$ cat src/rtl/core/u8u16_pkg.sv
// Shared types, constants and helper functions for the UTF-8 to UTF-16 transcoder.
// Used by the controller, the datapath and the top level; depends on nothing else.
package u8u16_pkg;

	// Depth of the store that keeps the lead byte and its continuation bytes.
	localparam int MAX_HELD_BYTES = 7;
	localparam int HELD_IDX_W     = $clog2(MAX_HELD_BYTES);
	localparam int CNT_W          = $clog2(MAX_HELD_BYTES + 1);

	localparam logic [7:0]  LEAD_MIN      = 8'hC0;
	localparam logic [15:0] REPLACEMENT   = 16'hFFFD;
	localparam logic [31:0] SURR_LO       = 32'h0000_D800;
	localparam logic [31:0] SURR_HI       = 32'h0000_DFFF;
	localparam logic [31:0] BMP_LIMIT     = 32'h0001_0000;
	localparam logic [31:0] UNICODE_MAX   = 32'h0010_FFFF;
	localparam logic [15:0] HI_SURR_BASE  = 16'hD800;
	localparam logic [15:0] LO_SURR_BASE  = 16'hDC00;

	typedef enum logic [2:0] {
		ST_IDLE,
		ST_DISPATCH,
		ST_FLUSH,
		ST_START,
		ST_ENC,
		ST_ENC_LO
	} u8u16_state_t;

	typedef enum logic [1:0] {
		SEL_HELD,
		SEL_BYTE,
		SEL_ENC_FIRST,
		SEL_ENC_LO
	} u8u16_sel_t;

	typedef struct packed {
		logic       capture;
		logic       accum;
		logic       open_seq;
		logic       flush_next;
		logic       seq_clear;
		logic       emit;
		u8u16_sel_t emit_sel;
		logic       emit_last;
	} u8u16_cmd_t;

	typedef struct packed {
		logic open;
		logic cont;
		logic exp_one;
		logic byte_emit;
		logic last;
		logic flush_end;
		logic enc_pair;
		logic slot_free;
	} u8u16_status_t;

	// Sequence length of a lead byte: its count of leading ones, capped at 7.
	function automatic logic [2:0] lead_len(input logic [7:0] b);
		logic [2:0] len;
		if (b[5] == 1'b0) begin
			len = 3'd2;
		end else if (b[4] == 1'b0) begin
			len = 3'd3;
		end else if (b[3] == 1'b0) begin
			len = 3'd4;
		end else if (b[2] == 1'b0) begin
			len = 3'd5;
		end else if (b[1] == 1'b0) begin
			len = 3'd6;
		end else begin
			len = 3'd7;
		end
		return len;
	endfunction

	// Payload bits that a lead byte of the given length carries.
	function automatic logic [7:0] lead_payload(input logic [7:0] b, input logic [2:0] len);
		logic [7:0] p;
		if (len >= 3'd7) begin
			p = 8'd0;
		end else begin
			p = b & (8'hFF >> (len + 3'd1));
		end
		return p;
	endfunction

endpackage

$ cat src/rtl/core/u8u16_ctrl.sv
// Sequencing state machine of the UTF-8 to UTF-16 transcoder.
// Depends on u8u16_pkg; drives the datapath through u8u16_cmd_t.
module u8u16_ctrl
	import u8u16_pkg::*;
(
	input  logic          clk,
	input  logic          arst_n,
	input  logic          in_valid,
	output logic          in_ready,
	input  u8u16_status_t status,
	output u8u16_cmd_t    cmd
);

	u8u16_state_t state_q, state_nx;
	logic         start_pend_q;

	always_ff @(posedge clk or negedge arst_n) begin
		if (!arst_n) begin
			state_q      <= ST_IDLE;
			start_pend_q <= 1'b0;
		end else begin
			state_q <= state_nx;
			if (state_q == ST_DISPATCH) begin
				start_pend_q <= status.open && !status.cont;
			end
		end
	end

	always_comb begin
		state_nx = state_q;
		case (state_q)
			ST_IDLE: begin
				if (in_valid) begin
					state_nx = ST_DISPATCH;
				end
			end
			ST_DISPATCH: begin
				if (status.open && status.cont) begin
					if (status.exp_one) begin
						state_nx = ST_ENC;
					end else if (status.last) begin
						state_nx = ST_FLUSH;
					end else begin
						state_nx = ST_IDLE;
					end
				end else if (status.open) begin
					state_nx = ST_FLUSH;
				end else begin
					state_nx = ST_START;
				end
			end
			ST_FLUSH: begin
				if (status.slot_free && status.flush_end) begin
					state_nx = start_pend_q ? ST_START : ST_IDLE;
				end
			end
			ST_START: begin
				if (!status.byte_emit || status.slot_free) begin
					state_nx = ST_IDLE;
				end
			end
			ST_ENC: begin
				if (status.slot_free) begin
					state_nx = status.enc_pair ? ST_ENC_LO : ST_IDLE;
				end
			end
			ST_ENC_LO: begin
				if (status.slot_free) begin
					state_nx = ST_IDLE;
				end
			end
			default: state_nx = ST_IDLE;
		endcase
	end

	always_comb begin
		cmd      = '0;
		in_ready = 1'b0;
		case (state_q)
			ST_IDLE: begin
				in_ready    = 1'b1;
				cmd.capture = in_valid;
			end
			ST_DISPATCH: begin
				cmd.accum = status.open && status.cont;
			end
			ST_FLUSH: begin
				if (status.slot_free) begin
					cmd.emit      = 1'b1;
					cmd.emit_sel  = SEL_HELD;
					cmd.emit_last = status.last && status.flush_end && !start_pend_q;
					cmd.seq_clear = status.flush_end;
					cmd.flush_next = !status.flush_end;
				end
			end
			ST_START: begin
				if (!status.byte_emit) begin
					cmd.open_seq = 1'b1;
				end else if (status.slot_free) begin
					cmd.emit      = 1'b1;
					cmd.emit_sel  = SEL_BYTE;
					cmd.emit_last = status.last;
				end
			end
			ST_ENC: begin
				if (status.slot_free) begin
					cmd.emit      = 1'b1;
					cmd.emit_sel  = SEL_ENC_FIRST;
					cmd.emit_last = status.last && !status.enc_pair;
					cmd.seq_clear = !status.enc_pair;
				end
			end
			ST_ENC_LO: begin
				if (status.slot_free) begin
					cmd.emit      = 1'b1;
					cmd.emit_sel  = SEL_ENC_LO;
					cmd.emit_last = status.last;
					cmd.seq_clear = 1'b1;
				end
			end
			default: begin
				cmd = '0;
			end
		endcase
	end

endmodule

$ cat src/rtl/core/u8u16_dp.sv
// Datapath of the UTF-8 to UTF-16 transcoder: input register, sequence state,
// held-byte store, surrogate encoder and output register. Depends on u8u16_pkg.
module u8u16_dp
	import u8u16_pkg::*;
(
	input  logic          clk,
	input  logic          arst_n,
	input  logic [7:0]    in_byte,
	input  logic          last_byte,
	input  u8u16_cmd_t    cmd,
	output u8u16_status_t status,
	output logic          out_valid,
	input  logic          out_ready,
	output logic [15:0]   code_unit,
	output logic          last_unit
);

	logic [7:0]       byte_q;
	logic             last_q;
	logic [31:0]      acc_q;
	logic [2:0]       exp_q;
	logic [CNT_W-1:0] gcnt_q;
	logic [CNT_W-1:0] fidx_q;
	logic [7:0]       held_q [MAX_HELD_BYTES];
	logic             out_valid_q;
	logic [15:0]      code_unit_q;
	logic             last_unit_q;

	logic [2:0]  len;
	logic        bad_val;
	logic        small_val;
	logic [20:0] diff;
	logic [15:0] enc_first;
	logic [15:0] enc_lo;
	logic [15:0] unit_nx;
	logic        slot_free;
	logic        hold_cont;

	assign len       = lead_len(byte_q);
	assign slot_free = !out_valid_q || out_ready;

	// Value check and surrogate split of the completed code point.
	assign bad_val   = ((acc_q >= SURR_LO) && (acc_q <= SURR_HI)) || (acc_q > UNICODE_MAX);
	assign small_val = acc_q < BMP_LIMIT;
	assign diff      = acc_q[20:0] - BMP_LIMIT[20:0];
	assign enc_lo    = LO_SURR_BASE | {6'd0, diff[9:0]};
	always_comb begin
		if (bad_val) begin
			enc_first = REPLACEMENT;
		end else if (small_val) begin
			enc_first = acc_q[15:0];
		end else begin
			enc_first = HI_SURR_BASE | {6'd0, diff[19:10]};
		end
	end

	always_comb begin
		case (cmd.emit_sel)
			SEL_HELD:      unit_nx = {8'd0, held_q[fidx_q[HELD_IDX_W-1:0]]};
			SEL_BYTE:      unit_nx = {8'd0, byte_q};
			SEL_ENC_FIRST: unit_nx = enc_first;
			SEL_ENC_LO:    unit_nx = enc_lo;
			default:       unit_nx = REPLACEMENT;
		endcase
	end

	assign status.open      = exp_q != 3'd0;
	assign status.cont      = byte_q[7:6] == 2'b10;
	assign status.exp_one   = exp_q == 3'd1;
	assign status.byte_emit = (byte_q < LEAD_MIN) || last_q || (len > 3'(MAX_HELD_BYTES));
	assign status.last      = last_q;
	assign status.flush_end = fidx_q == (gcnt_q - CNT_W'(1));
	assign status.enc_pair  = !bad_val && !small_val;
	assign status.slot_free = slot_free;

	// A continuation byte is kept for a possible flush unless it completes the sequence.
	assign hold_cont = cmd.accum && (exp_q != 3'd1) && (gcnt_q < CNT_W'(MAX_HELD_BYTES));

	always_ff @(posedge clk or negedge arst_n) begin
		if (!arst_n) begin
			acc_q  <= '0;
			exp_q  <= '0;
			gcnt_q <= '0;
			fidx_q <= '0;
		end else begin
			if (cmd.accum) begin
				acc_q <= {acc_q[25:0], byte_q[5:0]};
				exp_q <= exp_q - 3'd1;
				if (hold_cont) begin
					gcnt_q <= gcnt_q + CNT_W'(1);
				end
			end else if (cmd.open_seq) begin
				acc_q  <= {24'd0, lead_payload(byte_q, len)};
				exp_q  <= len - 3'd1;
				gcnt_q <= CNT_W'(1);
			end else if (cmd.seq_clear) begin
				acc_q  <= '0;
				exp_q  <= '0;
				gcnt_q <= '0;
				fidx_q <= '0;
			end else if (cmd.flush_next) begin
				fidx_q <= fidx_q + CNT_W'(1);
			end
		end
	end

	always_ff @(posedge clk) begin
		if (cmd.capture) begin
			byte_q <= in_byte;
			last_q <= last_byte;
		end
		if (hold_cont) begin
			held_q[gcnt_q[HELD_IDX_W-1:0]] <= byte_q;
		end else if (cmd.open_seq) begin
			held_q[0] <= byte_q;
		end
	end

	always_ff @(posedge clk or negedge arst_n) begin
		if (!arst_n) begin
			out_valid_q <= 1'b0;
		end else if (cmd.emit) begin
			out_valid_q <= 1'b1;
		end else if (out_ready) begin
			out_valid_q <= 1'b0;
		end
	end

	always_ff @(posedge clk) begin
		if (cmd.emit) begin
			code_unit_q <= unit_nx;
			last_unit_q <= cmd.emit_last;
		end
	end

	assign out_valid = out_valid_q;
	assign code_unit = code_unit_q;
	assign last_unit = last_unit_q;

endmodule

$ cat src/rtl/core/utf8_to_utf16_transcoder.sv
// Top level of the UTF-8 to UTF-16 transcoder.
// Instantiates u8u16_ctrl and u8u16_dp; types and constants come from u8u16_pkg.

// The block takes one UTF-8 byte per item, with last_byte marking the end of the
// stream, and returns UTF-16 code units on a valid/ready output channel. A lead
// byte (0xC0 or above) opens a sequence of length = leading ones, capped at 7;
// each continuation byte adds six payload bits. A completed sequence yields one
// unit, or a high and then a low surrogate; values in the surrogate range or above
// U+10FFFF yield U+FFFD, and overlong forms are passed as decoded. When a sequence
// is broken by a non-continuation byte, or the stream ends inside it, the lead byte
// and the continuation bytes gathered so far each come out as a Latin-1 code point,
// and the breaking byte is then handled afresh. last_unit is set on the final unit
// produced by a last-marked byte. Items are handled one at a time by a controller
// that steps the datapath: an item is accepted only in the idle state, and the
// dispatch state follows each accept. An ASCII or stray byte then goes through the
// start state, an extending continuation byte back to idle, a completing byte the
// encode and, for a pair, low-surrogate states; a flush emits one held byte per step.
// Each emitted unit needs a free output register; a stalled output channel holds
// the controller. That register lets a finished unit wait while the next is taken.
module utf8_to_utf16_transcoder
	import u8u16_pkg::*;
(
	input  logic        clk,
	input  logic        arst_n,
	input  logic        in_valid,
	output logic        in_ready,
	input  logic [7:0]  in_byte,
	input  logic        last_byte,
	output logic        out_valid,
	input  logic        out_ready,
	output logic [15:0] code_unit,
	output logic        last_unit
);

	u8u16_cmd_t    cmd;
	u8u16_status_t status;

	// Controller: decides per cycle which datapath step runs.
	u8u16_ctrl u_ctrl (
		.clk      (clk),
		.arst_n   (arst_n),
		.in_valid (in_valid),
		.in_ready (in_ready),
		.status   (status),
		.cmd      (cmd)
	);

	// Datapath: holds the byte, the open sequence and the output register.
	u8u16_dp u_dp (
		.clk       (clk),
		.arst_n    (arst_n),
		.in_byte   (in_byte),
		.last_byte (last_byte),
		.cmd       (cmd),
		.status    (status),
		.out_valid (out_valid),
		.out_ready (out_ready),
		.code_unit (code_unit),
		.last_unit (last_unit)
	);

endmodule
$ cat config.mk
export PLATFORM = sky130hd
export DESIGN_NAME = utf8_to_utf16_transcoder
export DESIGN_NICKNAME = d
export VERILOG_FILES = /design/src/rtl/core/u8u16_pkg.sv /design/src/rtl/core/u8u16_ctrl.sv /design/src/rtl/core/u8u16_dp.sv /design/src/rtl/core/utf8_to_utf16_transcoder.sv
export SDC_FILE = /design/constraint.sdc
export NUM_CORES = 1
export LEC_CHECK = 0
export BUFFER_PORTS_ARGS = -buffer_cell sky130_fd_sc_hd__buf_2
export CORE_ASPECT_RATIO = 1.25
export CORE_MARGIN = 3
export CORE_UTILIZATION = 40
export DETAILED_ROUTE_END_ITERATION = 6
export GPL_ROUTABILITY_DRIVEN = 0
export PLACE_DENSITY_LB_ADDON = 0.3
export SLEW_MARGIN = 15
export SYNTH_ARGS = -nofsm -noshare
export SYNTH_HDL_FRONTEND = slang
export SYNTH_SLANG_ARGS = --single-unit
$ cat constraint.sdc
create_clock -name clk -period 2.94 [get_ports clk]
set_input_delay 0.588 -clock clk [delete_from_list [all_inputs] [get_ports clk]]
set_output_delay 0.588 -clock clk [all_outputs]
set_load 0.05 [all_outputs]
---- After elaboration in Yosys (flattened, before gate mapping) ----
Memories as Yosys holds them, arrays and structs flattened.
Cells that the tools add are included.
storage, ports and cells
  register bits after elaboration ......... 72
  memories ................................ 1
  input port bits ......................... 13
  word-level logic and storage cells ...... 137
  RAM bits ................................ 56
memory list
  name         words  bits a word  read ports  clocked after memory_dff  wr ports  line            RTL
  u_dp.held_q  7      8            1           0                         1         u8u16_dp.sv:24  logic [7:0] held_q [MAX_HELD_BYTES];
cells by class
  magnitude comparators ................... 8
  bitwise operators ....................... 3
  reductions and logical operators ........ 33
  multiplexer cells ....................... 55
  add/sub/neg operators ................... 7
  shift-type cells ........................ 1
  eq/ne operators ......................... 18
operators by type and width
  operator                  count
  $mux W32                  3
  $pmux W16 S4              1
  $mux W3                   21
  $ge A32 B16 Y1 const B    1
  $gt A32 B21 Y1 const B    1
  $le A32 B16 Y1 const B    1
  $lt A32 B17 Y1 const B    1
  $mux W16                  2
  $sub A20 B17 Y20 const B  1
  $pmux W3 S6               1
  $mux W1                   16
  $mux W8                   2
  $pmux W4 S4               1
  $logic_and A1 B1 Y1       10
  $mux W5                   2
  $add A3 B1 Y3 const B     3
  $sub A3 B1 Y3 const B     3
  $and A8 B8 Y8             1
  $logic_not A1 Y1          8
  $lt A8 B8 Y1 const B      1
  $mux W4                   2
  $ne A2 B1 Y1 const B      4
  $reduce_or A8 Y1          1
  $shr A8 B3 Y8 const A     1
  23 further kinds          37

---- Logic depth before layout (Yosys ltp) ----
Gate-level depths: netlist of the first run.
  depth in word-level cells ............... 14
  gate-level depth with buffers ........... 9
  depth with buffers taken out ............ 9

---- Hierarchy ----
A second synthesis of the first run with hierarchy kept.
unflattened totals
  cell total of the unflattened synthesis .. 486
  area total of the unflattened synthesis .. 6177.2 um2
modules (own cells, without submodules)
  module      instances  cells an instance  area an instance (um2)  seq. area each (um2)
  u8u16_dp    1          422                5700.5                  3513.4
  u8u16_ctrl  1          64                 476.7                   100.1

---- Worst setup path after synthesis of the first run ----
No wires, ideal clock.
  kind .................................... flip-flop to flip-flop
  start point ............................. reg u_ctrl.state_q[0]
  end point ............................... reg u_dp.byte_q[0] (enable)
  cell stages (with the launch flop) ...... 5
  setup time .............................. 0.338 ns
  data required time ...................... 2.602 ns
  setup slack ............................. 0.215 ns
  data arrival time ....................... 2.387 ns
  path through ............................ dfrtp_1 clkbuf_1 clkbuf_1 nor3_1 and2_1
RTL lines
  what                    line              RTL
  start, declared         u8u16_ctrl.sv:14  u8u16_state_t state_q, state_nx;
  start signal, assigned  u8u16_ctrl.sv:22  state_q <= state_nx;
  end signal, assigned    u8u16_dp.sv:109   byte_q <= in_byte;
  end, declared           u8u16_dp.sv:18    logic [7:0] byte_q;

---- Worst setup path after layout of the first run ----
  start point ............................. reg u_dp.acc_q[16]
  end point ............................... reg u_dp.acc_q[14]
on the way
  cells in the longest elaborated chain, start to end .. 9
ends and longest elaborated chain
  what                                                     line               RTL
  start, declared                                          u8u16_dp.sv:20     logic [31:0] acc_q;
  start signal, assigned                                   u8u16_dp.sv:87     acc_q <= {acc_q[25:0], byte_q[5:0]};
  start signal, assigned                                   u8u16_dp.sv:93     acc_q <= {24'd0, lead_payload(byte_q, len)};
  $ge A32 B16 Y1 / $le A32 B16 Y1 (equally long branches)  u8u16_dp.sv:43     assign bad_val = ((acc_q >= SURR_LO) && (acc_q <= SURR_HI)) || (acc_q > UNICODE_MAX);
  $logic_and A1 B1 Y1                                      u8u16_dp.sv:43
  $logic_or A1 B1 Y1                                       u8u16_dp.sv:43
  $logic_not A1 Y1                                         u8u16_dp.sv:73     assign status.enc_pair = !bad_val && !small_val;
  $logic_and A1 B1 Y1 (*)                                  u8u16_dp.sv:73
  $logic_not A1 Y1 (*)                                     u8u16_ctrl.sv:110  cmd.seq_clear = !status.enc_pair;
  $mux W5 (*)                                              u8u16_ctrl.sv:106  if (status.slot_free) begin
  $pmux W1 S3 (*)                                          u8u16_ctrl.sv:79   case (state_q)
  $reduce_bool A3 Y1 (no source line) (*)                  n/a
Every way passes the cells marked *; elsewhere a longest branch is shown, timed or not.
A chain may end at the register's enable or synchronous reset.

==> reports/results.txt, run 1 <==
Post-Syn Area = 6240 um2
First-pass GRT wire length = 25,700 um
Reg2reg end = u_dp.acc_q[14]$_DFFE_PN0P_
Sw Share = 42.0%
Synth area leader = edfxtp_1
IO Port Bufs = 31
TNS Setup = 0 ns
Worst Path Arrival = 3.15 ns
Num rows = 50
Vias in the first global route = 4,655
First-pass detailed-route iteration total = 5
Fillcell total = 1,361
Fmax = 357 MHz
Post-synthesis register bit count = 128
Clock transition at path regs = 0.07 ns
Routed vias/inst = 5.92
Non-filler cells, final = 779
Root Driver = clkbuf_16
Crit start category = register
HPWL after detailed placement = 10,900 um
Max Slew Vio Count = 0
Initial core utilization = 41.2%
Share of cells above drive strength 1 = 22.4%
Cell Pwr Density = 1160 nW/um2
Dpl cells = 747
Worst r2r src = u_dp.acc_q[16]$_DFFE_PN0P_
Peak VDD IR = 0.613 mV
CP max FO = 21
Hold slack = 0.147 ns
Initial antenna violation count = 0
Clock Latency Late Sink = 0.42 ns
Worst Tran Pin Value = 0.753 ns
Post CTS Setup Buffer Count = 0
Combinational Power Share = 42.6%
H-tree Lvls = 4
DRT antenna net count = 0
Kind of critical path = register to register
Post-synth EDFFs = 82
R2R depth = 8
Die Y-Extent = 146 um
DR WL/cell = 20.6 um
N_diodes = 0
Worst Skew = 0.00965 ns
Yosys warns = 0
CTS buffer count = 17
Max Root-Sink Buffers = 2
Initial DRC count = 409
Post-synthesis async set-or-reset flop share = 35.9%
RSZ-0062 raised after global routing = false
Final core utilization = 49.0%
Sequential share of power = 32.4%
Post-Route WL = 16,000 um
Die width = 118 um
Most frequent cells in the layout = edfxtp_1 (82), dfrtp_1 (46), nand2_1 (36)
Max-cap violations = 0
Count of final setup violators = 0
Headroom to the max-slew limit = 49.8%
Core area = 15,100 um2
Hold WC Path Type = input pin to async pin
Post-Synthesis Net Count = 529
Post-synth top area share = 39.5%
Internal power = 5.00 mW
Top-level port count = 32
Synthesized instance count = 502
Netlist cell types = 65
Overall Global Routing Usage = 19.1%
Aggregate global routing overflow = 0
Top cells by area, synth = edfxtp_1 (39%), dfrtp_1 (18%), a32o_1 (4.3%)
Period utilisation layout = 95.2%
P_leak = 2.85 nW
Fin nets = 585
Tmin final = 2.80 ns
Vias = 4,612
Sink Count = 128
Synth Flop Type = edfxtp_1
Syn avg cell area = 12.4 um2
Full die area = 17,100 um2
Commonest non-fill, non-tap cell in the layout = edfxtp_1
Layout area overhead = 18.9%
Sequential area share after synthesis = 57.9%
Clk network pwr share = 25.0%
Crit path required time = 3.29 ns
R2r setup slk = 0.14 ns
# DRC = 0
Endpoint class of the critical path = register
Switching power = 3.62 mW
CTS tree = built
Status = finished clean
Largest net degree at the start of global routing = 27
Hold violation count in the final report = 0
==> through the flow <==
| step | total power [mW] | area, um2 | worst slack (ns) |
|---|---|---|---|
| 2_1_floorplan | 5.23 | 6240 | 0.215 |
| 3_3_place_gp | 6.28 | 6800 | 0.279 |
| 3_5_place_dp | 6.36 | 6800 | 0.198 |
| 4_1_cts | 8.55 | 7410 | 0.186 |
| 5_1_grt | 9.11 | 7420 | 0.0251 |
| 6_report | 8.62 | 7420 | 0.142 |
==> worst max-delay path: stages (launching register included) <==
cell and delay (ns):
dfrtp_1 0.41, inv_1 0.15, ha_1 0.22, nand4_1 0.13, or4_1 0.61, a311o_2 0.53
o31ai_4 0.29, buf_12 0.20, a32o_1 0.19
==> power groups by stage <==
stage          sequential (mW)  combinational (mW)  clock, mW
2_1_floorplan             2.76                2.47          0
3_3_place_gp              2.81                3.48          0
3_5_place_dp              2.81                3.55          0
4_1_cts                   2.78                3.58       2.19
5_1_grt                   2.84                3.99       2.28
6_report                  2.80                3.67       2.16
==> metal layers <==
metal	vias to the layer above	part of all wire, %	track usage [%]
met4	0	2.6	7.98
met3	42	5.9	3.77
met5	-	0	0
met1	2271	42	24.4
li1	2092	-	-
met2	207	50	32.0
==> state kept, by name, summed over array words and instances (netlist names), 3 cells and up <==
| register | flops |
|---|---|
| u_dp.exp_q | 3 |
| u_dp.code_unit | 16 |
| u_dp.held_q | 56 |
| u_dp.gcnt_q | 3 |
| u_ctrl.state_q | 3 |
| u_dp.acc_q | 32 |
| u_dp.fidx_q | 3 |
| u_dp.byte_q | 8 |
==> how the worst max path moves through the flow <==
stage / startpoint / end / slack [ns] / cells after the start
after global placement: u_dp.acc_q[16]$_DFFE_PN0P_ / u_dp.code_unit[8]$_DFFE_PP_ / 0.28 / 7
after global routing: u_dp.acc_q[16]$_DFFE_PN0P_ / u_dp.code_unit[3]$_DFFE_PP_ / 0.03 / 7
after detailed placement: u_dp.acc_q[16]$_DFFE_PN0P_ / u_dp.code_unit[8]$_DFFE_PP_ / 0.20 / 7
after CTS: u_dp.acc_q[16]$_DFFE_PN0P_ / u_dp.code_unit[8]$_DFFE_PP_ / 0.19 / 7
final: u_dp.acc_q[16]$_DFFE_PN0P_ / u_dp.acc_q[14]$_DFFE_PN0P_ / 0.14 / 8
after floorplan: u_ctrl.state_q[0]$_DFFE_PN0P_ / u_dp.byte_q[0]$_DFFE_PP_ / 0.21 / 4
==> logic make-up (layout without fill, tap and decap cells) <==
group,Yosys count,after routing,synth area share (%)
adders and majority gates,14,14,2.81
and+or+nand+nor,150,150,13.0
AOI/OAI and AO/OA,129,129,15.6
buffers and inverters,44,113,2.91
xor gates and xnor gates,6,6,1.08
DFF,128,128,57.9
muxes,31,31,6.74
==> area by class of cell <==
class	instances	area [um2]	share of cell area [%]
repair buffers	64	415	5.60
flip-flops and latches	128	3610	48.7
multi-input cells	330	2460	33.1
inverters	17	63.8	0.860
clock inverters	15	181	2.45
clock buffers	17	425	5.73
well taps	208	260	3.51
==> synthesized netlist by cell type (all sizes together), types with 3 or more instances <==
| library cell | instances |
|---|---|
| edfxtp | 82 |
| dfrtp | 46 |
| mux2 | 8 |
| and2 | 4 |
| nor2b | 3 |
| o21ai | 32 |
| and3 | 12 |
| o221ai | 7 |
| nor4 | 7 |
| a21oi | 16 |
| nor3 | 20 |
| o22ai | 3 |
| o21a | 5 |
| o31ai | 4 |
| ha | 14 |
| or4 | 5 |
| nand4 | 9 |
| clkbuf | 23 |
| xnor2 | 5 |
| o211ai | 5 |
| nand3 | 19 |
| mux4 | 8 |
| a31oi | 6 |
| inv | 17 |
| mux2i | 15 |
| a311oi | 3 |
| nor2 | 15 |
| nand2b | 6 |
| a31o | 6 |
| a32o | 27 |
| buf | 4 |
| nand2 | 36 |
==> repair_timing <==
action	CTS	global route
resized for setup	0	1
setup endpoints to repair	0	3
hold endpoints to repair	0	0
hold buffers	0	0
Power figures use the tool's default switching activity.
==> run 2, diff against run 1 <==
--- a/config.mk
+++ b/config.mk
@@ -12,7 +12,9 @@
 export DETAILED_ROUTE_END_ITERATION = 6
 export GPL_ROUTABILITY_DRIVEN = 0
 export PLACE_DENSITY_LB_ADDON = 0.3
+export SKIP_CTS_REPAIR_TIMING = 1
 export SLEW_MARGIN = 15
 export SYNTH_ARGS = -nofsm -noshare
 export SYNTH_HDL_FRONTEND = slang
+export SYNTH_HIERARCHICAL = 1
 export SYNTH_SLANG_ARGS = --single-unit
==> reports/results.txt, run 2 <==
Count of final setup violators = 0
Top cells by area, synth = edfxtp_1 (40%), dfrtp_1 (19%), mux4_2 (2.9%)
Clock Latency Late Sink = 0.42 ns
Fin nets = 576
Root Driver = clkbuf_16
Endpoint class of the critical path = register
Yosys warns = 6
Vias in the first global route = 4,255
Synth area leader = edfxtp_1
Largest net degree at the start of global routing = 47
Headroom to the max-slew limit = 59.5%
Max-cap violations = 0
Top cell family by delay on the critical path = simple AND/OR/NAND/NOR gates
Top-level port count = 32
H-tree Lvls = 4
PnR worst setup slack = 0.0901 ns
Post-synth top area share = 39.9%
Num rows = 50
Sink Count = 128
Initial DRC count = 355
Die Y-Extent = 145 um
CP cell instances = inv_1, ha_1, nor3b_1, nor2_1, nor3_1, nand2_1, a22oi_1, nor2_2, or3_1, nor2_1, a21oi_1
DR WL/cell = 18.4 um
Reg2reg end = u_dp/acc_q[7]$_DFFE_PN0P_
Worst r2r src = u_dp/acc_q[16]$_DFFE_PN0P_
Die width = 117 um
Hold slack = 0.185 ns
# DRC = 0
Max reg flops = 56
Aggregate global routing overflow = 0
Period utilisation layout = 96.9%
Design area = 7420 um2
Max Root-Sink Buffers = 2
Syn avg cell area = 12.7 um2
Routed vias/inst = 5.52
Dpl cells = 738
Initial core utilization = 41.0%
Crit path buffers/inverters = 1
Worst Skew = 0.00814 ns
Peak VDD IR = 0.543 mV
CTS tree = built
Fmax = 351 MHz
Share of cells above drive strength 1 = 26.5%
Worst Path Arrival = 3.15 ns
Kind of critical path = register to register
First-pass GRT wire length = 22,800 um
Synthesized instance count = 486
Post-synth EDFFs = 82
Vias = 4,252
Core area = 15,100 um2
Slowest stage delay, CP = 0.45 ns
Initial antenna violation count = 0
Total chip power = 8.35 mW
Max Slew Vio Count = 0
Commonest non-fill, non-tap cell in the layout = edfxtp_1
Netlist cell types = 66
Full die area = 17,000 um2
Post-Synthesis Net Count = 513
Status = finished clean
Layout area overhead = 20.1%
Post-synthesis async set-or-reset flop share = 35.9%
R2r setup slk = 0.09 ns
Post-synthesis register bit count = 128
Largest register by flop count = u_dp/held_q
Sequential area share after synthesis = 58.5%
Cell mode on critical path = nor2_1
First element of the critical path = u_dp/acc_q[16]$_DFFE_PN0P_
RSZ-0062 raised after global routing = true
Non-filler cells, final = 770
CTS buffer count = 17
Crit start category = register
Count leader, synth = edfxtp_1
Slowest CP cell = or3_1
CP max FO = 9
Setup slack after placement = -0.0535 ns
HPWL after detailed placement = 9750 um
Hold violation count in the final report = 0
Hold WC Path Type = input pin to async pin
Synth Flop Type = edfxtp_1
Fillcell total = 1,297
IO Port Bufs = 31
Crit path required time = 3.24 ns
Worst Tran Pin Value = 0.607 ns
Overall Global Routing Usage = 17.5%
Top post-synthesis cells by count = edfxtp_1 (82), dfrtp_1 (46), nand2b_1 (26)
First-pass detailed-route iteration total = 5
Clock transition at path regs = 0.06 ns
Most frequent cells in the layout = edfxtp_1 (82), dfrtp_1 (46), buf_4 (43)
Post-Route WL = 14,200 um
DRT antenna net count = 0
R2R depth = 11
N_diodes = 0
Cell Pwr Density = 1130 nW/um2
P_leak = 2.90 nW
Placed instance area = 6790 um2
Tmin final = 2.85 ns
Post-Syn Area = 6180 um2
run 2: layer usage:
metal  vias to the layer above  part of all wire (%)  GRT usage [%]
met5                         -                     0              0
met4                         0                   3.2           8.49
met3                        31                   4.7           3.88
met1                      2116                    44           23.8
met2                       142                    48           26.3
li1                       1963                     -              -
run 2: worst max path at each step:
stage	endpoint	slack [ns]	cells after the start
floorplan	u_dp/code_unit[0]$_DFFE_PP_	0.006	15
global placement	u_dp/code_unit[9]$_DFFE_PP_	0.03	13
detailed placement	u_dp/code_unit[9]$_DFFE_PP_	-0.05	13
CTS	u_dp/code_unit[9]$_DFFE_PP_	-0.05	13
global route	u_dp/code_unit[6]$_DFFE_PP_	-0.05	15
finish	u_dp/acc_q[7]$_DFFE_PN0P_	0.09	11
run 2: cells by family (layout without fill, tap and decap cells):
kind of cell               Yosys count  count (layout)  synth area share, %
AOI/OAI and AO/OA                  118             118                 14.1
xor gates and xnor gates            10              10                 1.42
adders and majority gates           14              14                 2.84
buffers and inverters               52             128                 3.56
DFF                                128             128                 58.5
muxes                               31              31                 6.91
and+or+nand+nor                    133             133                 12.7
run 2: metrics by stage:
step / utilization [%] / setup TNS, ns
2_1_floorplan: - / 0
6_report: 49.2 / 0
4_1_cts: 48.9 / -0.0732
5_1_grt: 49.2 / -0.243
3_3_place_gp: 45.1 / 0
3_5_place_dp: 45.1 / -0.0750
run 2: power by group:
group	total (mW)	switching, mW	leakage [nW]	internal, mW
Sequential	2.80	0.412	1.34	2.39
Combinational	3.50	2.00	1.29	1.50
Clock	2.05	0.782	0.277	1.27
Total	8.35	3.20	2.90	5.15
run 2: worst register-to-register path, stage by stage, from the launching register on:
cell and delay [ns]:
dfrtp_1 0.40, inv_1 0.12, ha_1 0.23, nor3b_1 0.33
nor2_1 0.11, nor3_1 0.34, nand2_1 0.17, a22oi_1 0.24
nor2_2 0.14, or3_1 0.45, nor2_1 0.15, a21oi_1 0.05
run 2: cell type report:
class | instances | area, um2 | area share [%]
clock inverter | 13 | 136 | 1.84
clock buffer | 19 | 443 | 5.97
inverter | 22 | 82.6 | 1.11
sequential | 128 | 3610 | 48.7
multi-input combinational | 306 | 2390 | 32.2
tap | 208 | 260 | 3.51
timing repair buffer | 74 | 493 | 6.65
==> run 3, diff against run 2 <==
--- a/config.mk
+++ b/config.mk
@@ -8,7 +8,7 @@
 export BUFFER_PORTS_ARGS = -buffer_cell sky130_fd_sc_hd__buf_2
 export CORE_ASPECT_RATIO = 1.25
 export CORE_MARGIN = 3
-export CORE_UTILIZATION = 40
+export CORE_UTILIZATION = 50
 export DETAILED_ROUTE_END_ITERATION = 6
 export GPL_ROUTABILITY_DRIVEN = 0
 export PLACE_DENSITY_LB_ADDON = 0.3
==> constraint.sdc (replaced) <==
create_clock -name clk -period 2.83 [get_ports clk]
set_input_delay 0.566 -clock clk [delete_from_list [all_inputs] [get_ports clk]]
set_output_delay 0.566 -clock clk [all_outputs]
set_load 0.05 [all_outputs]
==> reports/results.txt, run 3 (synthesis results as in run 2) <==
Fin nets = 584
Core area = 11,800 um2
Cell Pwr Density = 1180 nW/um2
Largest net degree at the start of global routing = 32
P_leak = 2.95 nW
First element of the critical path = u_dp/byte_q[2]$_DFFE_PP_
Vias = 4,296
HPWL after detailed placement = 9330 um
Aggregate global routing overflow = 0
Initial core utilization = 52.2%
Clk network pwr share = 23.7%
Root Driver = clkbuf_16
Status = finished clean
Period utilisation layout = 96.7%
First-pass GRT wire length = 22,200 um
Max Slew Vio Count = 0
Total chip power = 8.83 mW
Internal power = 5.39 mW
Count of final setup violators = 0
Max-cap violations = 0
Worst r2r src = u_dp/byte_q[2]$_DFFE_PP_
Layout area overhead = 21.6%
Endpoint class of the critical path = register
Die Y-Extent = 130 um
Vias in the first global route = 4,209
Initial antenna violation count = 0
DR WL/cell = 18.9 um
Share of cells above drive strength 1 = 30.0%
N_diodes = 0
Kind of critical path = register to register
Fmax = 366 MHz
First-pass detailed-route iteration total = 5
Max Root-Sink Buffers = 2
Combinational Power Share = 43.4%
Headroom to the max-slew limit = 54.9%
Full die area = 13,700 um2
Design area = 7510 um2
Clock Latency Late Sink = 0.40 ns
Worst Skew = 0.00720 ns
IO Port Bufs = 31
Crit path required time = 2.98 ns
# DRC = 0
RSZ-0062 raised after global routing = true
Sink Count = 128
Worst Tran Pin Value = 0.676 ns
Placed instance area = 6790 um2
Die width = 105 um
Sequential share of power = 32.9%
Post-Route WL = 13,800 um
Sw Share = 39.0%
Overall Global Routing Usage = 21.1%
Largest register by flop count = u_dp/held_q
Initial DRC count = 256
Worst Path Arrival = 2.89 ns
Max reg flops = 56
Final core utilization = 63.4%
H-tree Lvls = 4
Hold WC Path Type = input pin to async pin
Switching power = 3.45 mW
Hold violation count in the final report = 0
Num rows = 44
Top-level port count = 32
CTS tree = built
Commonest non-fill, non-tap cell in the layout = edfxtp_1
DRT antenna net count = 0
Hold slack = 0.147 ns
Crit start category = register
PnR worst setup slack = 0.0944 ns
Routed vias/inst = 5.88
Tmin final = 2.74 ns
Setup slack after placement = -0.0617 ns
CTS buffer count = 17
Clock transition at path regs = 0.06 ns
CP max FO = 11
Peak VDD IR = 0.473 mV
Most frequent cells in the layout = edfxtp_1 (82), buf_4 (47), dfrtp_1 (46)
Fillcell total = 884
## run 3: cell type report
cell class              count  area [um2]  area share (%)
repair buffers             82         571            7.60
clock inverters            15         151            2.02
inverters                  22        82.6            1.10
well taps                 161         201            2.68
multi-input cells         306        2460            32.8
clock buffers              17         425            5.67
flip-flops and latches    128        3610            48.1
## run 3: path summary, 6_finish.rpt
kind	endpoint	slack, ns	cells after the start
worst max-delay path	u_dp/code_unit[9]$_DFFE_PP_	0.09	12
worst min-delay path	u_dp/acc_q[22]$_DFFE_PN0P_	0.15	1
worst max register to register	u_dp/code_unit[9]$_DFFE_PP_	0.09	12
worst min register to register	u_dp/acc_q[8]$_DFFE_PN0P_	0.53	1
max in group asynchronous	u_ctrl/state_q[0]$_DFFE_PN0P_	1.97	2
min in group clk	u_dp/byte_q[5]$_DFFE_PP_	0.33	1
## run 3: per-stage QoR
stage / setup TNS, ns / instances
after detailed placement: -0.350 / 697
final: 0 / 731
after CTS: -0.989 / 729
after global routing: -0.137 / 731
after global placement: -0.110 / 697
after floorplan: 0 / 486
## run 3: worst max-delay path, stage by stage (launching register included)
cell and delay (ns):
edfxtp_1 0.35, buf_4 0.19, nand2_1 0.06, nand2_1 0.13
ha_4 0.16, ha_4 0.15, nor2_4 0.03, a211o_1 0.27
a21o_1 0.20, nand2_2 0.10, nor2_4 0.06, or4_4 0.52
o221a_1 0.25
## run 3: power by group through the flow
stage / sequential [mW] / clock, mW / combinational, mW
global placement: 2.92 / 0 / 3.55
global route: 2.96 / 2.20 / 4.17
detailed placement: 2.92 / 0 / 3.61
floorplan: 3.03 / 0 / 2.41
CTS: 2.89 / 2.13 / 3.65
finish: 2.91 / 2.09 / 3.84
## run 3: layer usage
metal / GRT usage, % / share of wire [%] / wire (um) / vias to the layer above
met5: 0 / 0 / 0 / -
met4: 8.49 / 2.7 / 374 / 0
met3: 4.30 / 6.0 / 828 / 29
met2: 35.1 / 50 / 6860 / 172
met1: 27.1 / 42 / 5770 / 2111
li1: - / - / - / 1984
